## config.mk

```make
export PLATFORM = sky130hd
export DESIGN_NAME = gregorian_date_add_days
export DESIGN_NICKNAME = d
export VERILOG_FILES = /design/src/hw/rtl/gdad_pkg.sv /design/src/hw/rtl/gdad_front.sv /design/src/hw/rtl/gdad_queue.sv /design/src/hw/rtl/gdad_walk.sv /design/src/hw/rtl/gregorian_date_add_days.sv
export SDC_FILE = /design/constraint.sdc
export NUM_CORES = 1
export LEC_CHECK = 0
export BUFFER_PORTS_ARGS = -buffer_cell sky130_fd_sc_hd__buf_2
export CAP_MARGIN = 40
export CORE_ASPECT_RATIO = 0.5
export CORE_MARGIN = 1.5
export CORE_UTILIZATION = 26
export DETAILED_ROUTE_END_ITERATION = 8
export GPL_TIMING_DRIVEN = 0
export SYNTH_ARGS = -nofsm -noshare
export SYNTH_HDL_FRONTEND = slang
export SYNTH_SLANG_ARGS = --single-unit
```

## constraint.sdc

```tcl
create_clock -name i_clk -period 5.7 [get_ports i_clk]
set_input_delay 0 -clock i_clk [delete_from_list [all_inputs] [get_ports i_clk]]
set_output_delay 0 -clock i_clk [all_outputs]
set_load 0.01 [all_outputs]
```

## src/hw/rtl/gdad_pkg.sv

```systemverilog
// ----------------------------------------------------------------------------
// gdad_pkg
// types, constants and calendar tables for the date add block
// ----------------------------------------------------------------------------
package gdad_pkg;

    localparam logic [13:0] YEAR_MAX = 14'd9999;

    // floor(y / 100) for 14-bit y: (y * 5243) >> 19
    localparam logic [12:0] DIV100_MUL   = 13'd5243;
    localparam int          DIV100_SHIFT = 19;
    localparam logic [6:0]  CENT_LAST    = 7'd99;

    localparam logic [3:0]  MONTH_FEB = 4'd2;
    localparam logic [3:0]  MONTH_DEC = 4'd12;

    localparam logic [1:0]  ST_OK       = 2'd0;
    localparam logic [1:0]  ST_INVALID  = 2'd1;
    localparam logic [1:0]  ST_OVERFLOW = 2'd2;

    typedef struct packed {
        logic [4:0]  day;
        logic [3:0]  month;
        logic [13:0] year;
        logic [15:0] rem;
        logic [6:0]  r100;
        logic [1:0]  c4;
        logic        invalid;
    } t_job;

    function automatic logic [4:0] days_in(input logic [3:0] m, input logic lp);
        logic [4:0] len;
        case (m)
            4'd1, 4'd3, 4'd5, 4'd7, 4'd8, 4'd10, 4'd12: len = 5'd31;
            4'd4, 4'd6, 4'd9, 4'd11: len = 5'd30;
            4'd2: len = lp ? 5'd29 : 5'd28;
            default: len = 5'd0;
        endcase
        return len;
    endfunction

    // days in the months before m, common year
    function automatic logic [8:0] days_before(input logic [3:0] m);
        logic [8:0] sum;
        case (m)
            4'd1:    sum = 9'd0;
            4'd2:    sum = 9'd31;
            4'd3:    sum = 9'd59;
            4'd4:    sum = 9'd90;
            4'd5:    sum = 9'd120;
            4'd6:    sum = 9'd151;
            4'd7:    sum = 9'd181;
            4'd8:    sum = 9'd212;
            4'd9:    sum = 9'd243;
            4'd10:   sum = 9'd273;
            4'd11:   sum = 9'd304;
            4'd12:   sum = 9'd334;
            default: sum = 9'd0;
        endcase
        return sum;
    endfunction

endpackage

```

## src/hw/rtl/gdad_front.sv

```systemverilog
// ----------------------------------------------------------------------------
// gdad_front
// takes a request, finds the year's place in its century, checks the start
// date and forms the day count for the month walk
// ----------------------------------------------------------------------------
module gdad_front import gdad_pkg::*; (
    input  logic        i_clk,
    input  logic        i_rst_n,
    input  logic        i_valid,
    output logic        o_ready,
    input  logic [4:0]  i_day,
    input  logic [3:0]  i_month,
    input  logic [13:0] i_year,
    input  logic [14:0] i_add,
    output logic        o_job_valid,
    input  logic        i_job_ready,
    output t_job        o_job
);

    typedef enum logic [1:0] {F_IDLE, F_DIV, F_REM, F_PUSH} t_state;

    t_state      r_state;
    logic [4:0]  r_day;
    logic [3:0]  r_month;
    logic [13:0] r_year;
    logic [14:0] r_add;
    logic [7:0]  r_q;
    logic [6:0]  r_r100;

    logic [26:0] w_prod;
    logic [14:0] w_q100;
    logic        w_leap;
    logic        w_valid;
    logic        w_adj;
    logic [15:0] w_rem;

    assign w_prod = 27'(r_year) * 27'(DIV100_MUL);
    assign w_q100 = 15'(r_q) * 15'd100;

    assign w_leap = ((r_year[1:0] == 2'd0) && (r_r100 != 7'd0)) ||
                    ((r_r100 == 7'd0) && (r_q[1:0] == 2'd0));

    assign w_valid = (r_month >= 4'd1) && (r_month <= MONTH_DEC) &&
                     (r_year >= 14'd1) && (r_year <= YEAR_MAX) &&
                     (r_day != 5'd0) && (r_day <= days_in(r_month, w_leap));

    assign w_adj = w_leap && (r_month > MONTH_FEB);
    assign w_rem = 16'(r_day) + 16'(days_before(r_month)) + 16'(w_adj) + 16'(r_add);

    assign o_ready     = (r_state == F_IDLE);
    assign o_job_valid = (r_state == F_PUSH);

    always_comb begin
        o_job.day     = r_day;
        o_job.month   = r_month;
        o_job.year    = r_year;
        o_job.rem     = w_rem;
        o_job.r100    = r_r100;
        o_job.c4      = r_q[1:0];
        o_job.invalid = !w_valid;
    end

    always_ff @(posedge i_clk) begin
        if (!i_rst_n) begin
            r_state <= F_IDLE;
        end else begin
            case (r_state)
                F_IDLE: begin
                    if (i_valid) begin
                        r_day   <= i_day;
                        r_month <= i_month;
                        r_year  <= i_year;
                        r_add   <= i_add;
                        r_state <= F_DIV;
                    end
                end
                F_DIV: begin
                    r_q     <= w_prod[DIV100_SHIFT +: 8];
                    r_state <= F_REM;
                end
                F_REM: begin
                    r_r100  <= 7'(r_year - w_q100[13:0]);
                    r_state <= F_PUSH;
                end
                F_PUSH: begin
                    if (i_job_ready) begin
                        r_state <= F_IDLE;
                    end
                end
                default: r_state <= F_IDLE;
            endcase
        end
    end

endmodule

```

## src/hw/rtl/gdad_queue.sv

```systemverilog
// ----------------------------------------------------------------------------
// gdad_queue
// two-entry job queue between the front and the month walk
// ----------------------------------------------------------------------------
module gdad_queue import gdad_pkg::*; (
    input  logic i_clk,
    input  logic i_rst_n,
    input  logic i_push,
    output logic o_ready,
    input  t_job i_job,
    output logic o_valid,
    input  logic i_pop,
    output t_job o_job
);

    t_job       r_mem [2];
    logic       r_wr;
    logic       r_rd;
    logic [1:0] r_count;

    logic w_push;
    logic w_pop;

    assign o_ready = (r_count != 2'd2);
    assign o_valid = (r_count != 2'd0);
    assign o_job   = r_mem[r_rd];
    assign w_push  = i_push && o_ready;
    assign w_pop   = i_pop && o_valid;

    always_ff @(posedge i_clk) begin
        if (w_push) begin
            r_mem[r_wr] <= i_job;
        end
    end

    always_ff @(posedge i_clk) begin
        if (!i_rst_n) begin
            r_wr    <= 1'b0;
            r_rd    <= 1'b0;
            r_count <= 2'd0;
        end else begin
            if (w_push) begin
                r_wr <= !r_wr;
            end
            if (w_pop) begin
                r_rd <= !r_rd;
            end
            case ({w_push, w_pop})
                2'b10:   r_count <= r_count + 2'd1;
                2'b01:   r_count <= r_count - 2'd1;
                default: r_count <= r_count;
            endcase
        end
    end

endmodule

```

## src/hw/rtl/gdad_walk.sv

```systemverilog
// ----------------------------------------------------------------------------
// gdad_walk
// walks month by month from january of the start year, one month a cycle,
// and holds the result until it is taken
// ----------------------------------------------------------------------------
module gdad_walk import gdad_pkg::*; (
    input  logic        i_clk,
    input  logic        i_rst_n,
    input  logic        i_job_valid,
    output logic        o_job_ready,
    input  t_job        i_job,
    output logic        o_valid,
    input  logic        i_ready,
    output logic [4:0]  o_day,
    output logic [3:0]  o_month,
    output logic [13:0] o_year,
    output logic [1:0]  o_status
);

    typedef enum logic [1:0] {W_IDLE, W_WALK, W_OUT} t_state;

    t_state      r_state;
    logic [4:0]  r_sday;
    logic [3:0]  r_smonth;
    logic [13:0] r_syear;
    logic [15:0] r_rem;
    logic [3:0]  r_cm;
    logic [13:0] r_cy;
    logic [1:0]  r_y4;
    logic [6:0]  r_r100;
    logic [1:0]  r_c4;
    logic        r_valid;
    logic [4:0]  r_day;
    logic [3:0]  r_month;
    logic [13:0] r_year;
    logic [1:0]  r_status;

    logic        w_leap;
    logic [4:0]  w_len;
    logic        w_fits;

    assign w_leap = ((r_y4 == 2'd0) && (r_r100 != 7'd0)) ||
                    ((r_r100 == 7'd0) && (r_c4 == 2'd0));
    assign w_len  = days_in(r_cm, w_leap);
    assign w_fits = (r_rem <= 16'(w_len));

    assign o_job_ready = (r_state == W_IDLE);
    assign o_valid     = r_valid;
    assign o_day       = r_day;
    assign o_month     = r_month;
    assign o_year      = r_year;
    assign o_status    = r_status;

    always_ff @(posedge i_clk) begin
        if (!i_rst_n) begin
            r_state <= W_IDLE;
            r_valid <= 1'b0;
        end else begin
            case (r_state)
                W_IDLE: begin
                    if (i_job_valid) begin
                        r_sday   <= i_job.day;
                        r_smonth <= i_job.month;
                        r_syear  <= i_job.year;
                        r_rem    <= i_job.rem;
                        r_cm     <= 4'd1;
                        r_cy     <= i_job.year;
                        r_y4     <= i_job.year[1:0];
                        r_r100   <= i_job.r100;
                        r_c4     <= i_job.c4;
                        if (i_job.invalid) begin
                            r_day    <= i_job.day;
                            r_month  <= i_job.month;
                            r_year   <= i_job.year;
                            r_status <= ST_INVALID;
                            r_valid  <= 1'b1;
                            r_state  <= W_OUT;
                        end else begin
                            r_state <= W_WALK;
                        end
                    end
                end
                W_WALK: begin
                    if (w_fits) begin
                        if (r_cy > YEAR_MAX) begin
                            r_day    <= r_sday;
                            r_month  <= r_smonth;
                            r_year   <= r_syear;
                            r_status <= ST_OVERFLOW;
                        end else begin
                            r_day    <= r_rem[4:0];
                            r_month  <= r_cm;
                            r_year   <= r_cy;
                            r_status <= ST_OK;
                        end
                        r_valid <= 1'b1;
                        r_state <= W_OUT;
                    end else begin
                        r_rem <= r_rem - 16'(w_len);
                        if (r_cm == MONTH_DEC) begin
                            r_cm <= 4'd1;
                            r_cy <= r_cy + 14'd1;
                            r_y4 <= r_y4 + 2'd1;
                            if (r_r100 == CENT_LAST) begin
                                r_r100 <= 7'd0;
                                r_c4   <= r_c4 + 2'd1;
                            end else begin
                                r_r100 <= r_r100 + 7'd1;
                            end
                        end else begin
                            r_cm <= r_cm + 4'd1;
                        end
                    end
                end
                W_OUT: begin
                    if (i_ready) begin
                        r_valid <= 1'b0;
                        r_state <= W_IDLE;
                    end
                end
                default: begin
                    r_valid <= 1'b0;
                    r_state <= W_IDLE;
                end
            endcase
        end
    end

endmodule

```

## src/hw/rtl/gregorian_date_add_days.sv

```systemverilog
// ----------------------------------------------------------------------------
// gregorian_date_add_days
// adds a day count to a gregorian date and returns the resulting date
// ----------------------------------------------------------------------------
// usage
//   s_axis carries one request: start day, month, year and the day count.
//   m_axis returns one result per request, in order: end day, month, year
//   in tdata and a status code in tuser (ok, invalid start date, year past
//   9999). on invalid input or year overflow the start date is echoed back.
//   the month walk goes month by month from january of the start year (up to
//   about 1090 months) and retires one month per cycle; this bounds
//   throughput to one request per walk. the front check steps through its
//   idle, divide, remainder and push states for each request and overlaps
//   the walk of the previous one.
//   reset clears all control state; the block then takes a request at once.
//   while the receiver stalls the result stays on m_axis, two more checked
//   requests wait in the queue, one more in the front, then s_axis_tready
//   drops.
// ----------------------------------------------------------------------------
module gregorian_date_add_days import gdad_pkg::*; (
    input  logic        i_clk,
    input  logic        i_rst_n,
    input  logic        s_axis_tvalid,
    output logic        s_axis_tready,
    input  logic [39:0] s_axis_tdata,   // start_day, start_month, start_year, days_to_add
    output logic        m_axis_tvalid,
    input  logic        m_axis_tready,
    output logic [23:0] m_axis_tdata,   // end_day, end_month, end_year
    output logic [1:0]  m_axis_tuser    // status
);

    t_job       w_front_job;
    t_job       w_queue_job;
    logic       w_front_valid;
    logic       w_queue_ready;
    logic       w_queue_valid;
    logic       w_walk_ready;
    logic [4:0] w_day;
    logic [3:0] w_month;
    logic [13:0] w_year;

    gdad_front u_front (
        .i_clk       (i_clk),
        .i_rst_n     (i_rst_n),
        .i_valid     (s_axis_tvalid),
        .o_ready     (s_axis_tready),
        .i_day       (s_axis_tdata[4:0]),
        .i_month     (s_axis_tdata[8:5]),
        .i_year      (s_axis_tdata[22:9]),
        .i_add       (s_axis_tdata[37:23]),
        .o_job_valid (w_front_valid),
        .i_job_ready (w_queue_ready),
        .o_job       (w_front_job)
    );

    gdad_queue u_queue (
        .i_clk   (i_clk),
        .i_rst_n (i_rst_n),
        .i_push  (w_front_valid),
        .o_ready (w_queue_ready),
        .i_job   (w_front_job),
        .o_valid (w_queue_valid),
        .i_pop   (w_walk_ready),
        .o_job   (w_queue_job)
    );

    gdad_walk u_walk (
        .i_clk       (i_clk),
        .i_rst_n     (i_rst_n),
        .i_job_valid (w_queue_valid),
        .o_job_ready (w_walk_ready),
        .i_job       (w_queue_job),
        .o_valid     (m_axis_tvalid),
        .i_ready     (m_axis_tready),
        .o_day       (w_day),
        .o_month     (w_month),
        .o_year      (w_year),
        .o_status    (m_axis_tuser)
    );

    assign m_axis_tdata = {1'b0, w_year, w_month, w_day};

endmodule

```

# After elaboration in Yosys (flattened, before gate mapping)

Memories as Yosys holds them, arrays and structs flattened. A register that Yosys moved wholly into a read port is not among the register bits.
Cells that the tools add are included.

Logic and storage cells: 205
Output and inout bits: 28
Register bits after elaboration: 155
Input bits: 44
Memories: 2
Latch bits: 0
Bits in writable memories: 98
Bits in read-only memories: 144

Memories:

| name            | words | width | read ports | clocked after Yosys merged registers in | wr ports | line             | source |
|---|---|---|---|---|---|---|---|
| (no name shown) | 16    | 9     | 1          | 1                                       | 0        | gdad_pkg.sv:45   | `case (m)` |
| u_queue.r_mem   | 2     | 49    | 1          | 1                                       | 1        | gdad_queue.sv:16 | `t_job r_mem [2];` |

Eq/ne operators: 42
Reductions and logical operators: 46
Shifts and indexed selects: 0
Bitwise gates (word level): 0
Div/mod/pow operators: 0
$lt $le $gt $ge: 8
$mul: 2
Muxes and demuxes: 68
Add/subtract/negate cells: 12

Operators by type and width:

| kind                     | number |
|---|---|
| $mux W14                 | 7 |
| $pmux W14 S2             | 2 |
| $eq A4 B4 Y1 const B     | 10 |
| $mux W2                  | 17 |
| $eq A4 B3 Y1 const B     | 8 |
| $mux W16                 | 2 |
| $mux W4                  | 8 |
| $pmux W16 S2             | 1 |
| $pmux W5 S3              | 2 |
| $mux W7                  | 4 |
| $mul A14 B13 Y27 const B | 1 |
| $mux W5                  | 4 |
| $add A16 B1 Y16          | 1 |
| $add A16 B15 Y16         | 1 |
| $eq A4 B2 Y1 const B     | 4 |
| $le A16 B5 Y1            | 1 |
| $pmux W2 S2              | 4 |
| $pmux W4 S2              | 2 |
| $sub A16 B5 Y16          | 1 |
| $add A14 B1 Y14 const B  | 1 |
| $ge A14 B1 Y1 const B    | 1 |
| $gt A14 B14 Y1 const B   | 1 |
| $le A14 B14 Y1 const B   | 1 |
| $logic_not A7 Y1         | 2 |
| 37 further kinds         | 92 |

# Longest topological paths before layout

Word-level depth: 8
Depth in mapped cells: 16
Depth with buffers taken out: 16

# Modules after synthesis

From an unflattened synthesis, not the netlist that was laid out.

Cell total of the unflattened synthesis: 1283
Area total of the unflattened synthesis: 15573.7 um^2

By module, submodules not included:

| module                  | area an instance (um^2) | sequential area each (um^2) | instances | cells each |
|---|---|---|---|---|
| gdad_front              | 6718.9                  | 1721.7                      | 1         | 623 |
| gdad_walk               | 5086.1                  | 2852.7                      | 1         | 482 |
| gdad_queue              | 3757.4                  | 3042.9                      | 1         | 176 |
| gregorian_date_add_days | 11.3                    | 0.0                         | 1         | 2 |

# Worst setup path before layout

Ideal clock, no wire load.

Path type: register -> register
Start: register u_front.r_year[9]
End: register u_front.r_q[3], data pin
Data arrival time: 4.630 ns
Required time: 5.565 ns
Cell stages (with the launch flop): 17
Buffers on the path: 0
Library setup time: 0.135 ns
Slack: 0.934 ns
Period minus slack after synthesis: 4.766 ns
Path through: edfxtp_1 > fa_1 > ha_1 > inv_1 > fa_1 > inv_1 > fa_1 > inv_1 > fa_1 > inv_1 > ha_1 > and4_4 > and2_4 > a311oi_4 > o311ai_2 > or4b_1 > nand3_1

Word-level cells in the longest chain between the ends: 1

RTL lines:

| what                         | line             | source |
|---|---|---|
| start: declaration           | gdad_front.sv:25 | `logic [13:0] r_year;` |
| start signal: assignment     | gdad_front.sv:72 | `r_year <= i_year;` |
| $mul A14 B13 Y27             | gdad_front.sv:37 | `assign w_prod = 27'(r_year) * 27'(DIV100_MUL);` |
| named net u_front.w_prod[22] | gdad_front.sv:30 | `logic [26:0] w_prod;` |
| end signal: assignment       | gdad_front.sv:78 | `r_q <= w_prod[DIV100_SHIFT +: 8];` |
| end: declaration             | gdad_front.sv:27 | `logic [7:0] r_q;` |

The timed path passes the listed nets, and every way through them passes these cells.
A chain may end at the register's enable or synchronous reset.

# Worst setup path after layout

Start: register u_front.r_year[10]
End: register u_front.r_q[3], data pin

Same word-level chain as after synthesis.

==> metrics <==
Mapped Nets=1517; Total GRT Usage=about 11%; Post-Layout Inst Area=17900 um^2; drt via density=between 4 and 5; Post-synth EDFFs=241; clk buf depth=3; clk sinks=260; drt drc=0; DIE HEIGHT=174 um; crit-path cells=fa_1 -> ha_1 -> inv_1 -> fa_1 -> inv_1 -> fa_1 -> inv_1 -> fa_1 -> inv_1 -> ha_1 -> and4_4 -> and2_4 -> a311oi_4 -> o311ai_2 -> or4b_1 -> nand3_1; setup ws final=0.310 ns; Slew @ Worst Pin=0.829 ns; die area=between 60000 and 70000 um^2; worst endpoint required time=approximately 6.1 ns; dpl cells=2096; DIE WIDTH=345 um; unrepaired setup endpoints after global routing=no; Post-Route WL=approximately 33000 um; final slew viol count=0; Avg WL per Cell=around 15 um; ranking of synthesized cells by area=edfxtp_1 47%, ha_1 13%, fa_1 8.8%, inv_1 4.0%, xnor2_1 2.9%; clock slew at reported path FFs=0.06 ns; post_cts resized=0; crit share post-route=between 90% and 100%; number of top-level pins=between 70 and 80; post-synth top area share=47.5%; # setup viols final=0; Final Non-Filler Cells=about 2200; Row Count=62; Final Wtd Congestion=about 0.83; Hold Path Class=in -> reg; synthesized area per cell=12.2 um^2; Rel. slew slack=44.7%; aggregate global routing overflow=0; Synth Cell Area=15200 um^2; Core Area=between 50000 and 60000 um^2; Inserted Diodes=0; crit start category=register; routed via count=between 9000 and 10000; CP max stage delay=slightly below 0.8 ns; TritonCTS Buffers=27; pre-CTS setup slack=between 0.3 and 0.4 ns; maximum clock frequency=0.186 GHz; DRT iter0 DRCs=534; Post-Synthesis Cells=1252; most frequent cell after synthesis=edfxtp_1; clk_lat worst skew=approximately 0.53 ns; Initial Util=26.4%; leakage=7.05 nW; Root Driver=clkbuf_16; fraction of layout cells with a size suffix above 1=11.3%; CTS tree=built; element type at the critical path end=register; Final Hold Slack=0.180 ns; initial antenna violation count=0; first-pass GRT wire length=52100 um; Yosys reg bits=260; crit-path max FO=10; hpwl dp=24600 um; Post-Route Skew=about 0.009 ns; Max Cap Viol=0; register area share after synthesis=50.0%; Min Clock Period, post-route=5.39 ns; area post-placement=16700 um^2; CP max-delay cell=edfxtp_1; Routed Antenna Nets=0; layout overhead on the synthesized area=17.8%; top cell type by total area after synthesis=edfxtp_1; PD cells=slightly above 500 nW/um^2; First-pass DRT Iterations=5; VDD IR max=227 uV; crit path DAT=around 5.8 ns; run status=finished, final reports clean; yosys warns=0; port bufs=68; pin count of the biggest net entering global routing=39; ys flop type=edfxtp_1; Hold Violations, Final=0; vias in the first global route=9466; synth unique cells=64; critical path class=reg -> reg; CTS H-Tree Depth=1; Layout Nets=1664; asr flop ratio synth=0%; Commonest cells post-synth=241 x edfxtp_1, 164 x inv_1, 154 x ha_1, 89 x nand2_1, 76 x nor2_1; final setup TNS=0 ns
-- worst paths after layout --
path	startpoint	to	depth (start not counted)	slack, ns
max	u_front.r_year[10]	u_front.r_q[3]	16	0.31
min	s_axis_tdata[1]	u_front.r_day[1]	2	0.18
max reg2reg	u_front.r_year[10]	u_front.r_q[3]	16	0.31
min reg2reg	u_front.r_r100[2]	u_queue.r_mem[1][5]	0	0.48
-- logic make-up after synthesis --
| kind of cell | count (synthesis) | synth area share [%] |
|---|---|---|
| other | 1 | 0.0246 |
| buffers and inverters | 193 | 4.81 |
| xor gates and xnor gates | 68 | 3.91 |
| adders and majority gates | 221 | 21.5 |
| DFF | 260 | 50.0 |
| AOI/OAI and AO/OA | 186 | 7.83 |
| and+or+nand+nor | 276 | 8.67 |
| muxes | 47 | 3.31 |
-- critical path, delay by kind of cell, from the launching register on --
family | cells | cell delay (ns)
AOI/OAI and AO/OA | 2 | 0.40
adders and majority gates | 6 | 2.72
buffers and inverters | 4 | 0.21
DFF | 1 | 0.79
and+or+nand+nor | 4 | 1.10
-- per-layer routing --
metal / vias up / wire length, um / global-route usage, %
li1: 4702 / - / -
met1: 4508 / 14600 / 13.8
met2: 122 / 16500 / 19.6
met3: 37 / 975 / 1.17
met4: 0 / 487 / 2.27
met5: - / 0 / 0
-- through the flow --
step	utilization [%]	power, mW
global placement	28.7	7.34
CTS	31.1	9.23
detailed placement	28.9	7.48
floorplan	-	6.19
global route	31.1	9.98
finish	31.1	9.15
-- sequential cells by signal, indices dropped and copies added (netlist names), 7 cells and up, named ones only --
| name | flops |
|---|---|
| u_walk.o_year | 14 |
| u_walk.r_rem | 16 |
| u_walk.r_r100 | 7 |
| u_front.r_r100 | 7 |
| u_queue.r_mem | 98 |
| u_walk.r_syear | 14 |
| u_walk.r_cy | 14 |
| u_front.r_add | 15 |
| u_front.r_year | 14 |
-- layout make-up --
class | count | area [um^2]
multi-input cells | 799 | 6900
well taps | 768 | 961
clock inverters | 20 | 163
flip-flops and latches | 260 | 7620
repair buffers | 118 | 888
inverters | 164 | 616
fillers | 5767 | 39700
plain buffers | 29 | 118
clock buffers | 29 | 683
-- repair_timing --
| item | in CTS | in global routing |
|---|---|---|
| hold buffers | 42 | 0 |
| buffers inserted | 0 | 0 |
| hold endpoints to repair | 49 | 0 |
-- power breakdown --
group          total, mW  internal [mW]  switching [mW]
registers           2.89           2.66           0.222
logic               4.57           1.86            2.71
clock network       1.69          0.959           0.734
total               9.15           5.48            3.67
-- cells in the final DEF, fill, tap and decap left out, types with 6 or more instances in the layout --
cell             n
nand2_1         89
clkbuf_16       27
o22ai_1          9
nor3_1           7
clkinv_2         7
inv_1          163
a211oi_1        15
nand3_1         22
a31oi_1         26
xor2_1          18
ha_1           154
nand4_1         11
nor2_1          74
mux2_2          24
nor4_1           6
nand2b_1         7
edfxtp_1       241
dlygate4sd3_1   42
a21o_1           8
dfxtp_1         19
o21ai_0         27
o21a_1          10
mux2i_1         22
clkbuf_1        23
and2_1          11
buf_2           72
xnor2_1         50
fa_1            67
nor2b_1         20
a21oi_1         56
(Power assumes the default switching activity.)
